<file path="config.mk">
export PLATFORM = sky130hd
export DESIGN_NAME = bamp_detector
export DESIGN_NICKNAME = d
export VERILOG_FILES = /design/src/hw/rtl/bamp_pkg.sv /design/src/hw/rtl/bamp_detector.sv
export SDC_FILE = /design/constraint.sdc
export NUM_CORES = 1
export LEC_CHECK = 0
export BUFFER_PORTS_ARGS = -buffer_cell sky130_fd_sc_hd__buf_2
export CORE_MARGIN = 2
export CORE_UTILIZATION = 35
export DETAILED_ROUTE_END_ITERATION = 8
export GPL_ROUTABILITY_DRIVEN = 0
export PLACE_DENSITY = 0.54
export SYNTH_ARGS = -nofsm -noshare
export SYNTH_HDL_FRONTEND = slang
export SYNTH_SLANG_ARGS = --single-unit
export TNS_END_PERCENT = 30
</file>
<file path="constraint.sdc">
create_clock -name clk -period 21.5 [get_ports clk]
set_clock_uncertainty 0.05 [all_clocks]
set_input_delay 3.225 -clock clk [delete_from_list [all_inputs] [get_ports clk]]
set_output_delay 3.225 -clock clk [all_outputs]
set_load 0.02 [all_outputs]
</file>
<file path="src/hw/rtl/bamp_pkg.sv">
`timescale 1ns / 1ps

package bamp_pkg;

  localparam int unsigned AmpW    = 16;
  localparam int unsigned TimeW   = 32;
  localparam int unsigned FiltW   = 32;
  localparam int unsigned AlphaW  = 16;
  localparam int unsigned CfgIdxW = 8;

  localparam logic [AlphaW-1:0] ALPHA_MAX_Q16 = 16'd64880;
  localparam logic [AlphaW:0]   ONE_Q16       = 17'h10000;

  typedef enum logic [CfgIdxW-1:0] {
    REG_ALPHA   = 8'd0,
    REG_DETECT  = 8'd1,
    REG_RELEASE = 8'd2,
    REG_HOLD    = 8'd3
  } cfg_reg_t;

  typedef struct packed {
    logic [AlphaW-1:0] alpha;
    logic [AmpW-1:0]   det_thr;
    logic [AmpW-1:0]   rel_thr;
    logic [TimeW-1:0]  hold;
  } cfg_t;

  typedef struct packed {
    logic [AmpW-1:0]  sample;
    logic [TimeW-1:0] now;
    logic             enable;
  } item_t;

  typedef struct packed {
    logic             confirming;
    logic [TimeW-1:0] elapsed;
    logic             detected;
  } det_status_t;

endpackage

</file>
<file path="src/hw/rtl/bamp_detector.sv">
`timescale 1ns / 1ps

module bamp_detector import bamp_pkg::*; (
  input  logic             clk,
  input  logic             rst,
  input  logic             advance,
  input  logic [FiltW-1:0] filt_next,
  input  logic [TimeW-1:0] now,
  input  logic             enable,
  input  cfg_t             cfg,
  output det_status_t      status_next
);

  logic             active;
  logic [TimeW-1:0] start;
  logic [TimeW-1:0] progress;
  logic             flag;

  logic             active_next;
  logic [TimeW-1:0] start_next;
  logic [TimeW-1:0] progress_next;
  logic             flag_next;
  logic             hit;
  logic             low;
  logic [TimeW-1:0] diff;

  always_comb begin
    active_next   = active;
    start_next    = start;
    progress_next = progress;
    flag_next     = flag;
    hit  = filt_next >= {cfg.det_thr, 16'h0000};
    low  = filt_next <= {cfg.rel_thr, 16'h0000};
    diff = '0;
    if (!enable) begin
      active_next   = 1'b0;
      start_next    = '0;
      progress_next = '0;
      flag_next     = 1'b0;
    end else begin
      priority if (hit) begin
        if (!active) begin
          active_next   = 1'b1;
          start_next    = now;
          progress_next = '0;
        end
      end else if (low) begin
        active_next   = 1'b0;
        start_next    = '0;
        progress_next = '0;
        flag_next     = 1'b0;
      end else begin
        // between thresholds only the running timer moves
      end
      if (active_next) begin
        // clock going backwards counts as no time
        diff = (now >= start_next) ? (now - start_next) : '0;
        if (diff >= cfg.hold) begin
          progress_next = cfg.hold;
          flag_next     = 1'b1;
        end else begin
          progress_next = diff;
        end
      end
    end
    status_next.confirming = active_next;
    status_next.elapsed    = progress_next;
    status_next.detected   = flag_next;
  end

  always_ff @(posedge clk) begin
    if (rst) begin
      active   <= 1'b0;
      start    <= '0;
      progress <= '0;
      flag     <= 1'b0;
    end else if (advance) begin
      active   <= active_next;
      start    <= start_next;
      progress <= progress_next;
      flag     <= flag_next;
    end
  end

endmodule

</file>
Word level (Yosys, flattened, before mapping) --
Index checks and enable logic that the tools add are counted. W data, S select, Z words.
Operators by class: shifts and indexed selects 0, $add $sub $neg 1, $lt $le $gt $ge 4, bitwise operators 0, mux-type cells 21, reductions and logical operators 0, multipliers 0, equal/unequal tests 0, div/mod/pow operators 0
Operators by type and width (count):
- $mux W32 | 12
- $ge A32 B32 Y1 | 3
- $le A32 B32 Y1 | 1
- $sub A32 B32 Y32 | 1
- $mux W1 | 9
Storage, ports and cells: register bits after elaboration 66, bits in writable memories 0, memory bits (read-only) 0, bits of input ports 148, latch bits 0, memories kept 0

Logic depth before layout (Yosys ltp) --
Gate-level depths: netlist (run 1).
word-level depth 10, gate-level depth with buffers 31

Worst setup path after synthesis (run 1) --
Ideal clock, no wire load.
kind input port to output port, start point in cfg[59] (netlist name), end point out status_next[32] (netlist name), arrival 9.294 ns, required time 18.225 ns, path buffers 4, setup slack 8.931 ns, stages on the path 27, cells stage by stage inv_1 -> ha_1 -> a21o_1 -> a311oi_1 -> o2111ai_1 -> o22a_2 -> o31ai_2 -> buf_2 -> a22oi_1 -> ha_1 -> buf_6 -> a21oi_4 -> o21ai_2 -> a2111oi_4 -> nor2_1 -> or4_1 -> or3_1 -> and3_1 -> ha_1 -> nand4_1 -> or2_2 -> a211oi_1 -> or2_1 -> buf_2 -> buf_2 -> a32oi_2 -> a211oi_1
RTL lines:
- from (decl) | line bamp_detector.sv:10 | input cfg_t cfg,
- to (decl) | line bamp_detector.sv:11 | output det_status_t status_next

==> out/qor.txt, run 1 <==
DP HPWL: 18.31 mm
Post-synth EDFFs: 0
worst hold start: progress[28]$_SDFFE_PP0P_
Post-Syn Nets: 1201
Nets: 1326
critical path's most frequent cell: ha_1
WL/cell: 17.41 um
placed cell count: 1345
cts hold-fix bufs: 0
Gate Count Post-Synth: 956
r2r startpoint: active$_SDFFE_PP0P_
largest net degree at the start of global routing: 39
most common cell after layout, fill and taps aside: buf_2
run status: completed
initial DRC count: 511
post-route clock period utilization: 0.6575
post-cts gate resize count: 0
crit path launch: filt_next[27]
Clk pin slew, worst setup/hold paths: 0.06 ns
Yosys cell types: 83
PortBufs: 165
Crit Path Class: input pin to primary output
Yosys Warn Count: 0
Post-CTS Setup Inserts: 0
Site Rows: 53
CP max FO: 32
fin util: 0.4156
clk_lat worst skew: 0.36 ns
CP endpoint kind: primary output
RSZ-0062 raised after global routing: false
Starting Density: 0.3562
relative slew slack: 0.2356
flops & latches, synth: 66
layout cell share with drive strength beyond 1: 0.2228
Final Total Pwr: 614.4 uW
VDD IR max: 0.03816 mV
TNS Setup: 0 ns
Antenna Nets Post-Route: 0
I/O pins: 182
Final Max Tran Viols: 0
syn_area_per_cell: 7.833 um^2
leading cell types in the layout, fill and taps excluded: 165 x buf_2, 96 x ha_1, 86 x nor2_1
CP required: 18.23 ns
CTS sink count: 66
global route total overflow: 0
initial antenna violation count: 0
WL final: 23.71 mm
FMAX: 0.07074 GHz
WP data arrival: 10.86 ns
vias in the first global route: 7192
top_reg_cell synth: dfxtp_1
Max stage delay cell, worst path: or2_1
max cap viols: 0
root buffer cell: clkbuf_16
CTS max path bufs: 2
Worst path max stage delay: 0.73 ns
worst slew pin tran: 1.140 ns
startpoint types: input pin
Hold Vio Cnt, Final: 0
DRC Markers: 0
gr usage total: 0.2098
fin cells: 1362
vias per cell: 5.651
Die Area: 22580 um^2
total CTS buffers: 9
CTS tree: built
first-pass GRT wire length: 37.54 mm
worst hold path type: flop to flop
Leakage Power: 0.004011 uW
First-pass DRT Iterations: 5
sequential area share after synthesis: 0.1764
Final setup viols: 0
Tmin final: 14.14 ns
PwrDens: 70.32 nW/um^2
htree depth: 3
fraction of registers with async set/reset: 0
via count: 7696
cell area after synthesis: 7488 um^2
Layout area overhead: 16.66%
DIE WIDTH: 150.3 um
die height: 150.3 um
core area: 21020 um^2
synthesized netlist by cell type (8+ instances only):
master / number / area, um^2
a211oi_1: 8 / 60.06
a21o_1: 21 / 157.7
a21oi_1: 65 / 325.3
a22o_1: 39 / 341.6
a22oi_1: 36 / 270.3
a2bb2oi_1: 31 / 271.5
a32oi_1: 8 / 70.07
and3_1: 11 / 68.82
and4_1: 10 / 87.58
buf_2: 30 / 150.1
clkbuf_1: 17 / 63.81
dfxtp_1: 66 / 1321
ha_1: 96 / 1201
inv_1: 74 / 277.8
mux2_2: 15 / 168.9
nand2_1: 60 / 225.2
nand2b_1: 10 / 62.56
nand3_1: 20 / 100.1
nand4_1: 21 / 131.4
nor2_1: 86 / 322.8
nor3_1: 17 / 85.08
o211ai_1: 12 / 90.09
o21a_1: 9 / 67.56
o21ai_0: 31 / 155.2
o21ai_1: 12 / 60.06
xor2_1: 10 / 87.58
cells by family (layout without fill, tap and decap cells):
group / count (synthesis) / count (layout) / share of synthesized area
fa+ha+maj: 97 / 97 / 0.1631
mux: 15 / 15 / 0.02256
flops: 66 / 66 / 0.1764
simple gates: 280 / 280 / 0.1883
buf+inv: 135 / 265 / 0.08120
xor+xnor: 17 / 17 / 0.01988
other cells: 0 / 1 / 0
compound gates: 346 / 346 / 0.3485
final cells by class:
type / count / area [um^2]
Fill cell: 2163 / 12290
Multi-Input combinational cell: 755 / 5570
Sequential cell: 66 / 1321
Timing Repair Buffer: 173 / 885.9
Tap cell: 275 / 344.1
Inverter: 76 / 285.3
Clock buffer: 9 / 225.2
Clock inverter: 7 / 101.3
Antenna cell: 1 / 2.502
power by group:
| group | switching, uW | leakage (uW) | internal [uW] |
|---|---|---|---|
| registers | 2.44 | 0.000534 | 127 |
| clock network | 64.6 | 0.000153 | 103 |
| logic | 198 | 0.00333 | 120 |
| total | 265 | 0.00401 | 349 |
metrics by stage:
step / hold WS [ns] / worst slack, ns / area (um^2)
global placement: 0.3877 / 7.373 / 8407
CTS: 0.3998 / 7.332 / 8733
floorplan: 0.3775 / 8.931 / 7488
global route: 0.4257 / 6.605 / 8733
finish: 0.4005 / 7.363 / 8736
detailed placement: 0.3913 / 7.346 / 8407
sequential cells by signal, indices dropped and copies added (netlist names):
signal    flops
start        32
flag          1
progress     32
active        1
final timing paths:
path                                    end  slack, ns  cells past startpoint
hold reg to reg   progress[28]$_SDFFE_PP0P_       0.40                      2
hold / removal    progress[28]$_SDFFE_PP0P_       0.40                      2
setup reg to reg  progress[23]$_SDFFE_PP0P_      14.79                     21
setup / recovery            status_next[27]       7.36                     27
per-layer routing:
layer | vias up | share of wire | global-route usage
met3 | 17 | 0.051 | 0.02636
met4 | 0 | 0.011 | 0.05142
met5 | - | 0 | 0
met2 | 194 | 0.44 | 0.3334
met1 | 3619 | 0.49 | 0.3003
li1 | 3866 | - | -
worst max-delay path: cells and delay by family:
family / cells / cell delay [ns]
adder cells (fa/ha/maj): 3 / 1.18
buffers and inverters: 4 / 1.11
AO/OA/AOI/OAI: 14 / 3.70
AND/OR/NAND/NOR: 6 / 1.62
Note: power is estimated with default switching activity, not from simulation.
==> inputs of run 2 (changes only) <==
==> constraint.sdc (replaced) <==
create_clock -name clk -period 13.5 [get_ports clk]
set_clock_uncertainty 0.05 [all_clocks]
set_input_delay 2.025 -clock clk [delete_from_list [all_inputs] [get_ports clk]]
set_output_delay 2.025 -clock clk [all_outputs]
set_load 0.02 [all_outputs]
==> run 2 against run 1 <==
Against the previous run: via count down 0.48%; cell count unchanged; die area unchanged; non-clock buffer count up 1; wire length up 0.16%; largest power group unchanged.
==> out/qor.txt, run 2 (synthesized netlist as in run 1, its figures left out) <==
Hold Vio Cnt, Final: 0
worst hold path type: flop to flop
DIE WIDTH: 150.3 um
placed cell count: 1346
vias in the first global route: 7068
global route total overflow: 0
CP required: 11.43 ns
Filler cells: 2210
Clk pin slew, worst setup/hold paths: 0.06 ns
Post-CTS Setup Inserts: 0
core area: 21020 um^2
First-pass DRT Iterations: 4
via count: 7659
Tmin final: 11.86 ns
root buffer cell: clkbuf_16
Site Rows: 53
total CTS buffers: 9
worst slew pin tran: 1.154 ns
Crit Path Class: input pin to primary output
fin util: 0.4149
post-route clock period utilization: 0.8788
htree depth: 3
CP max FO: 24
WHS: 0.4029 ns
CTS tree: built
most common cell after layout, fill and taps aside: buf_2
die height: 150.3 um
WL final: 23.75 mm
Die Area: 22580 um^2
largest net degree at the start of global routing: 39
leading cell types in the layout, fill and taps excluded: 165 x buf_2, 96 x ha_1, 86 x nor2_1
startpoint types: input pin
Reg area: 1321 um^2
Layout area overhead: 16.47%
Nets: 1327
PwrDens: 110.6 nW/um^2
Final setup viols: 0
VDD IR max: 0.05073 mV
first-pass GRT wire length: 37.15 mm
PortBufs: 165
post-cts gate resize count: 0
RSZ-0062 raised after global routing: false
Largest regs: progress: 32 flops, start: 32 flops
clk_lat worst skew: 0.35 ns
max cap viols: 0
Final Max Tran Viols: 0
initial DRC count: 468
cts hold-fix bufs: 0
multi-input logic area: 5577 um^2
TNS Setup: 0 ns
FMAX: 0.08429 GHz
WP data arrival: 9.79 ns
DRC Markers: 0
WL/cell: 17.43 um
CTS max path bufs: 2
initial antenna violation count: 0
Starting Density: 0.3562
vias per cell: 5.623
DP HPWL: 18.42 mm
Antenna Nets Post-Route: 0
number of diodes: 0
relative slew slack: 0.2257
CP endpoint kind: primary output
fin cells: 1362
layout cell share with drive strength beyond 1: 0.2236
Leakage Power: 0.004009 uW
run status: completed
CTS sink count: 66
I/O pins: 182
gr usage total: 0.2076
## run 2: metrics by stage
stage | power, uW | setup WS [ns] | instance area, um^2
after floorplan | 581.9 | 3.331 | 7488
after global placement | 711.5 | 1.767 | 8421
after detailed placement | 713.5 | 1.735 | 8421
after CTS | 966.9 | 1.728 | 8722
after global routing | 1033 | 1.138 | 8722
final | 964.6 | 1.636 | 8722
## run 2: final timing paths
check	start	end	slack [ns]	cells past startpoint
max reg2reg	active$_SDFFE_PP0P_	progress[29]$_SDFFE_PP0P_	6.93	21
min reg2reg	progress[28]$_SDFFE_PP0P_	progress[28]$_SDFFE_PP0P_	0.40	2
min	progress[28]$_SDFFE_PP0P_	progress[28]$_SDFFE_PP0P_	0.40	2
max	filt_next[27]	status_next[27]	1.64	27
## run 2: worst max-delay path, cell delays in order
cell       delay (ns)
buf_2            0.11
ha_1             0.34
a21o_1           0.21
a311oi_1         0.32
o2111ai_1        0.20
o22a_2           0.29
o31ai_4          0.63
buf_4            0.38
a22oi_1          0.13
ha_1             0.45
a21oi_1          0.21
o21ai_1          0.13
o41ai_1          0.52
nand3b_1         0.25
o31ai_4          0.23
buf_4            0.34
nor3_1           0.16
ha_1             0.38
nand3_1          0.09
nor2_1           0.17
a41oi_1          0.15
a211oi_1         0.43
or2_1            0.77
nor2_2           0.16
a22oi_1          0.25
nor3b_1          0.23
buf_2            0.22
## run 2: layout make-up
class / instances / area share
Clock inverter: 7 / 0.008751
Sequential cell: 66 / 0.1515
Multi-Input combinational cell: 755 / 0.6394
Clock buffer: 9 / 0.02582
Timing Repair Buffer: 174 / 0.1024
Tap cell: 275 / 0.03945
Inverter: 76 / 0.03271
## run 2: metal layers
layer / GRT usage / vias to the layer above / wire length, um
met3: 0.03212 / 23 / 1189
met4: 0.04811 / 0 / 337
li1: - / 3858 / -
met1: 0.2976 / 3584 / 11750
met5: 0 / - / 0
met2: 0.3259 / 194 / 10470
## run 2: where the power goes
| group | internal, uW | switching, uW |
|---|---|---|
| Clock | 144 | 103 |
| Sequential | 202 | 3.94 |
| Combinational | 193 | 318 |
==> inputs of run 3 (changes only) <==
==> constraint.sdc (replaced) <==
create_clock -name clk -period 14.04 [get_ports clk]
set_clock_uncertainty 0.05 [all_clocks]
set_input_delay 2.106 -clock clk [delete_from_list [all_inputs] [get_ports clk]]
set_output_delay 2.106 -clock clk [all_outputs]
set_load 0.02 [all_outputs]
==> run 3 against run 2 <==
Against the previous run: flip-flop and latch count is the same; first-iteration DRC count rose by 1.7%; non-clock buffer count shrank 2; critical path depth is 1 lower; register-to-register slack better by 0.18 ns; via count down 1.3%; wire length is 1.1% lower; total power decreased by 2.4%; cell area rose by 0.29%; utilization grew 0.12 points; worst setup slack improved by 0.22 ns.
==> out/qor.txt, run 3 (synthesized netlist as in run 1, its figures left out) <==
DP HPWL: 18.30 mm
Final setup viols: 0
fin util: 0.4161
placed cell count: 1344
max cap viols: 0
First-pass DRT Iterations: 5
layout cell share with drive strength beyond 1: 0.2221
root buffer cell: clkbuf_16
first-pass GRT wire length: 36.84 mm
startpoint types: input pin
worst slew pin tran: 1.143 ns
DIE WIDTH: 150.3 um
largest net degree at the start of global routing: 39
CTS max path bufs: 2
critical path's most frequent cell: ha_1
Largest regs: progress: 32 flops, start: 32 flops
CTS sink count: 66
relative slew slack: 0.2332
WP data arrival: 10.02 ns
TNS Setup: 0 ns
fin cells: 1361
Layout area overhead: 16.81%
CTS tree: built
Clk pin slew, worst setup/hold paths: 0.06 ns
die height: 150.3 um
vias per cell: 5.554
WL final: 23.48 mm
CP endpoint kind: primary output
worst hold path type: flop to flop
Tmin final: 12.18 ns
core area: 21020 um^2
gr usage total: 0.2057
VDD IR max: 0.06433 mV
Crit Path Class: input pin to primary output
CP top delay family: compound AO/OA/AOI/OAI gates
Nets: 1325
CP required: 11.88 ns
FMAX: 0.08210 GHz
M1 GR Usage: 0.2999
DRC Markers: 0
Max stage delay cell, worst path: o31ai_4
Post-CTS Setup Inserts: 0
CP max FO: 24
post-cts gate resize count: 0
cts hold-fix bufs: 0
Antenna Nets Post-Route: 0
via count: 7559
met3 Usage GRT: 0.03121
clk_lat worst skew: 0.36 ns
Die Area: 22580 um^2
most common cell after layout, fill and taps aside: buf_2
Leakage Power: 0.004014 uW
Worst path max stage delay: 0.96 ns
vias in the first global route: 6993
global route total overflow: 0
RSZ-0062 raised after global routing: false
initial antenna violation count: 0
post-route clock period utilization: 0.8675
I/O pins: 182
htree depth: 3
Starting Density: 0.3562
busiest grt layer: met2
total CTS buffers: 9
run status: completed
PortBufs: 165
CP bufs+invs: 3
Site Rows: 53
Hold Vio Cnt, Final: 0
WL/cell: 17.25 um
Final Max Tran Viols: 0
leading cell types in the layout, fill and taps excluded: 165 x buf_2, 96 x ha_1, 86 x nor2_1
met2 Usage GRT: 0.3214
initial DRC count: 476
PwrDens: 107.6 nW/um^2
-- run 3: cell count changes in the layout (fill, tap and decap cells not counted), sizes merged --
| cell | previous run | this run |
|---|---|---|
| buf | 174 | 172 |
| bufinv | 1 | 2 |
| diode | 0 | 1 |
| inv | 76 | 75 |
-- run 3: power breakdown --
| part | internal, uW | total, uW | switching, uW |
|---|---|---|---|
| sequential | 194 | 198 | 3.73 |
| combinational | 186 | 489 | 303 |
| clock | 157 | 254 | 97.6 |
| total | 537 | 941 | 404 |
-- run 3: cell type report --
class	instances	area [um^2]
Antenna cell	1	2.502
Clock buffer	9	225.2
Clock inverter	7	101.3
Fill cell	2215	12270
Inverter	76	285.3
Multi-Input combinational cell	755	5577
Sequential cell	66	1321
Tap cell	275	344.1
Timing Repair Buffer	172	890.9
-- run 3: metal layers --
layer	routed length, um	vias to the layer above
met3	1125	10
met5	0	-
met4	167	0
met1	11810	3519
met2	10380	174
li1	-	3856
-- run 3: path summary, 6_finish.rpt --
kind	startpoint	endpoint	slack [ns]	cells after the start
setup / recovery	filt_next[27]	status_next[27]	1.86	26
hold / removal	flag$_SDFFE_PP0P_	flag$_SDFFE_PP0P_	0.41	2
setup reg to reg	active$_SDFFE_PP0P_	progress[23]$_SDFFE_PP0P_	7.11	20
hold reg to reg	flag$_SDFFE_PP0P_	flag$_SDFFE_PP0P_	0.41	2
-- run 3: metrics by stage --
stage / hold WS [ns] / area, um^2 / power, uW / setup slack (ns)
final: 0.4103 / 8747 / 941.1 / 1.860
after global routing: 0.4418 / 8745 / 1008 / 1.190
after CTS: 0.4101 / 8745 / 943.5 / 1.833
after detailed placement: 0.4017 / 8418 / 685.1 / 1.868
after global placement: 0.3892 / 8418 / 684.7 / 1.871
after floorplan: 0.3775 / 7488 / 559.6 / 3.709
-- run 3: worst min-delay path, stage by stage (launching register included) --
cell,delay [ns]
dfxtp_1,0.30
nand2_1,0.06
a21oi_1,0.05
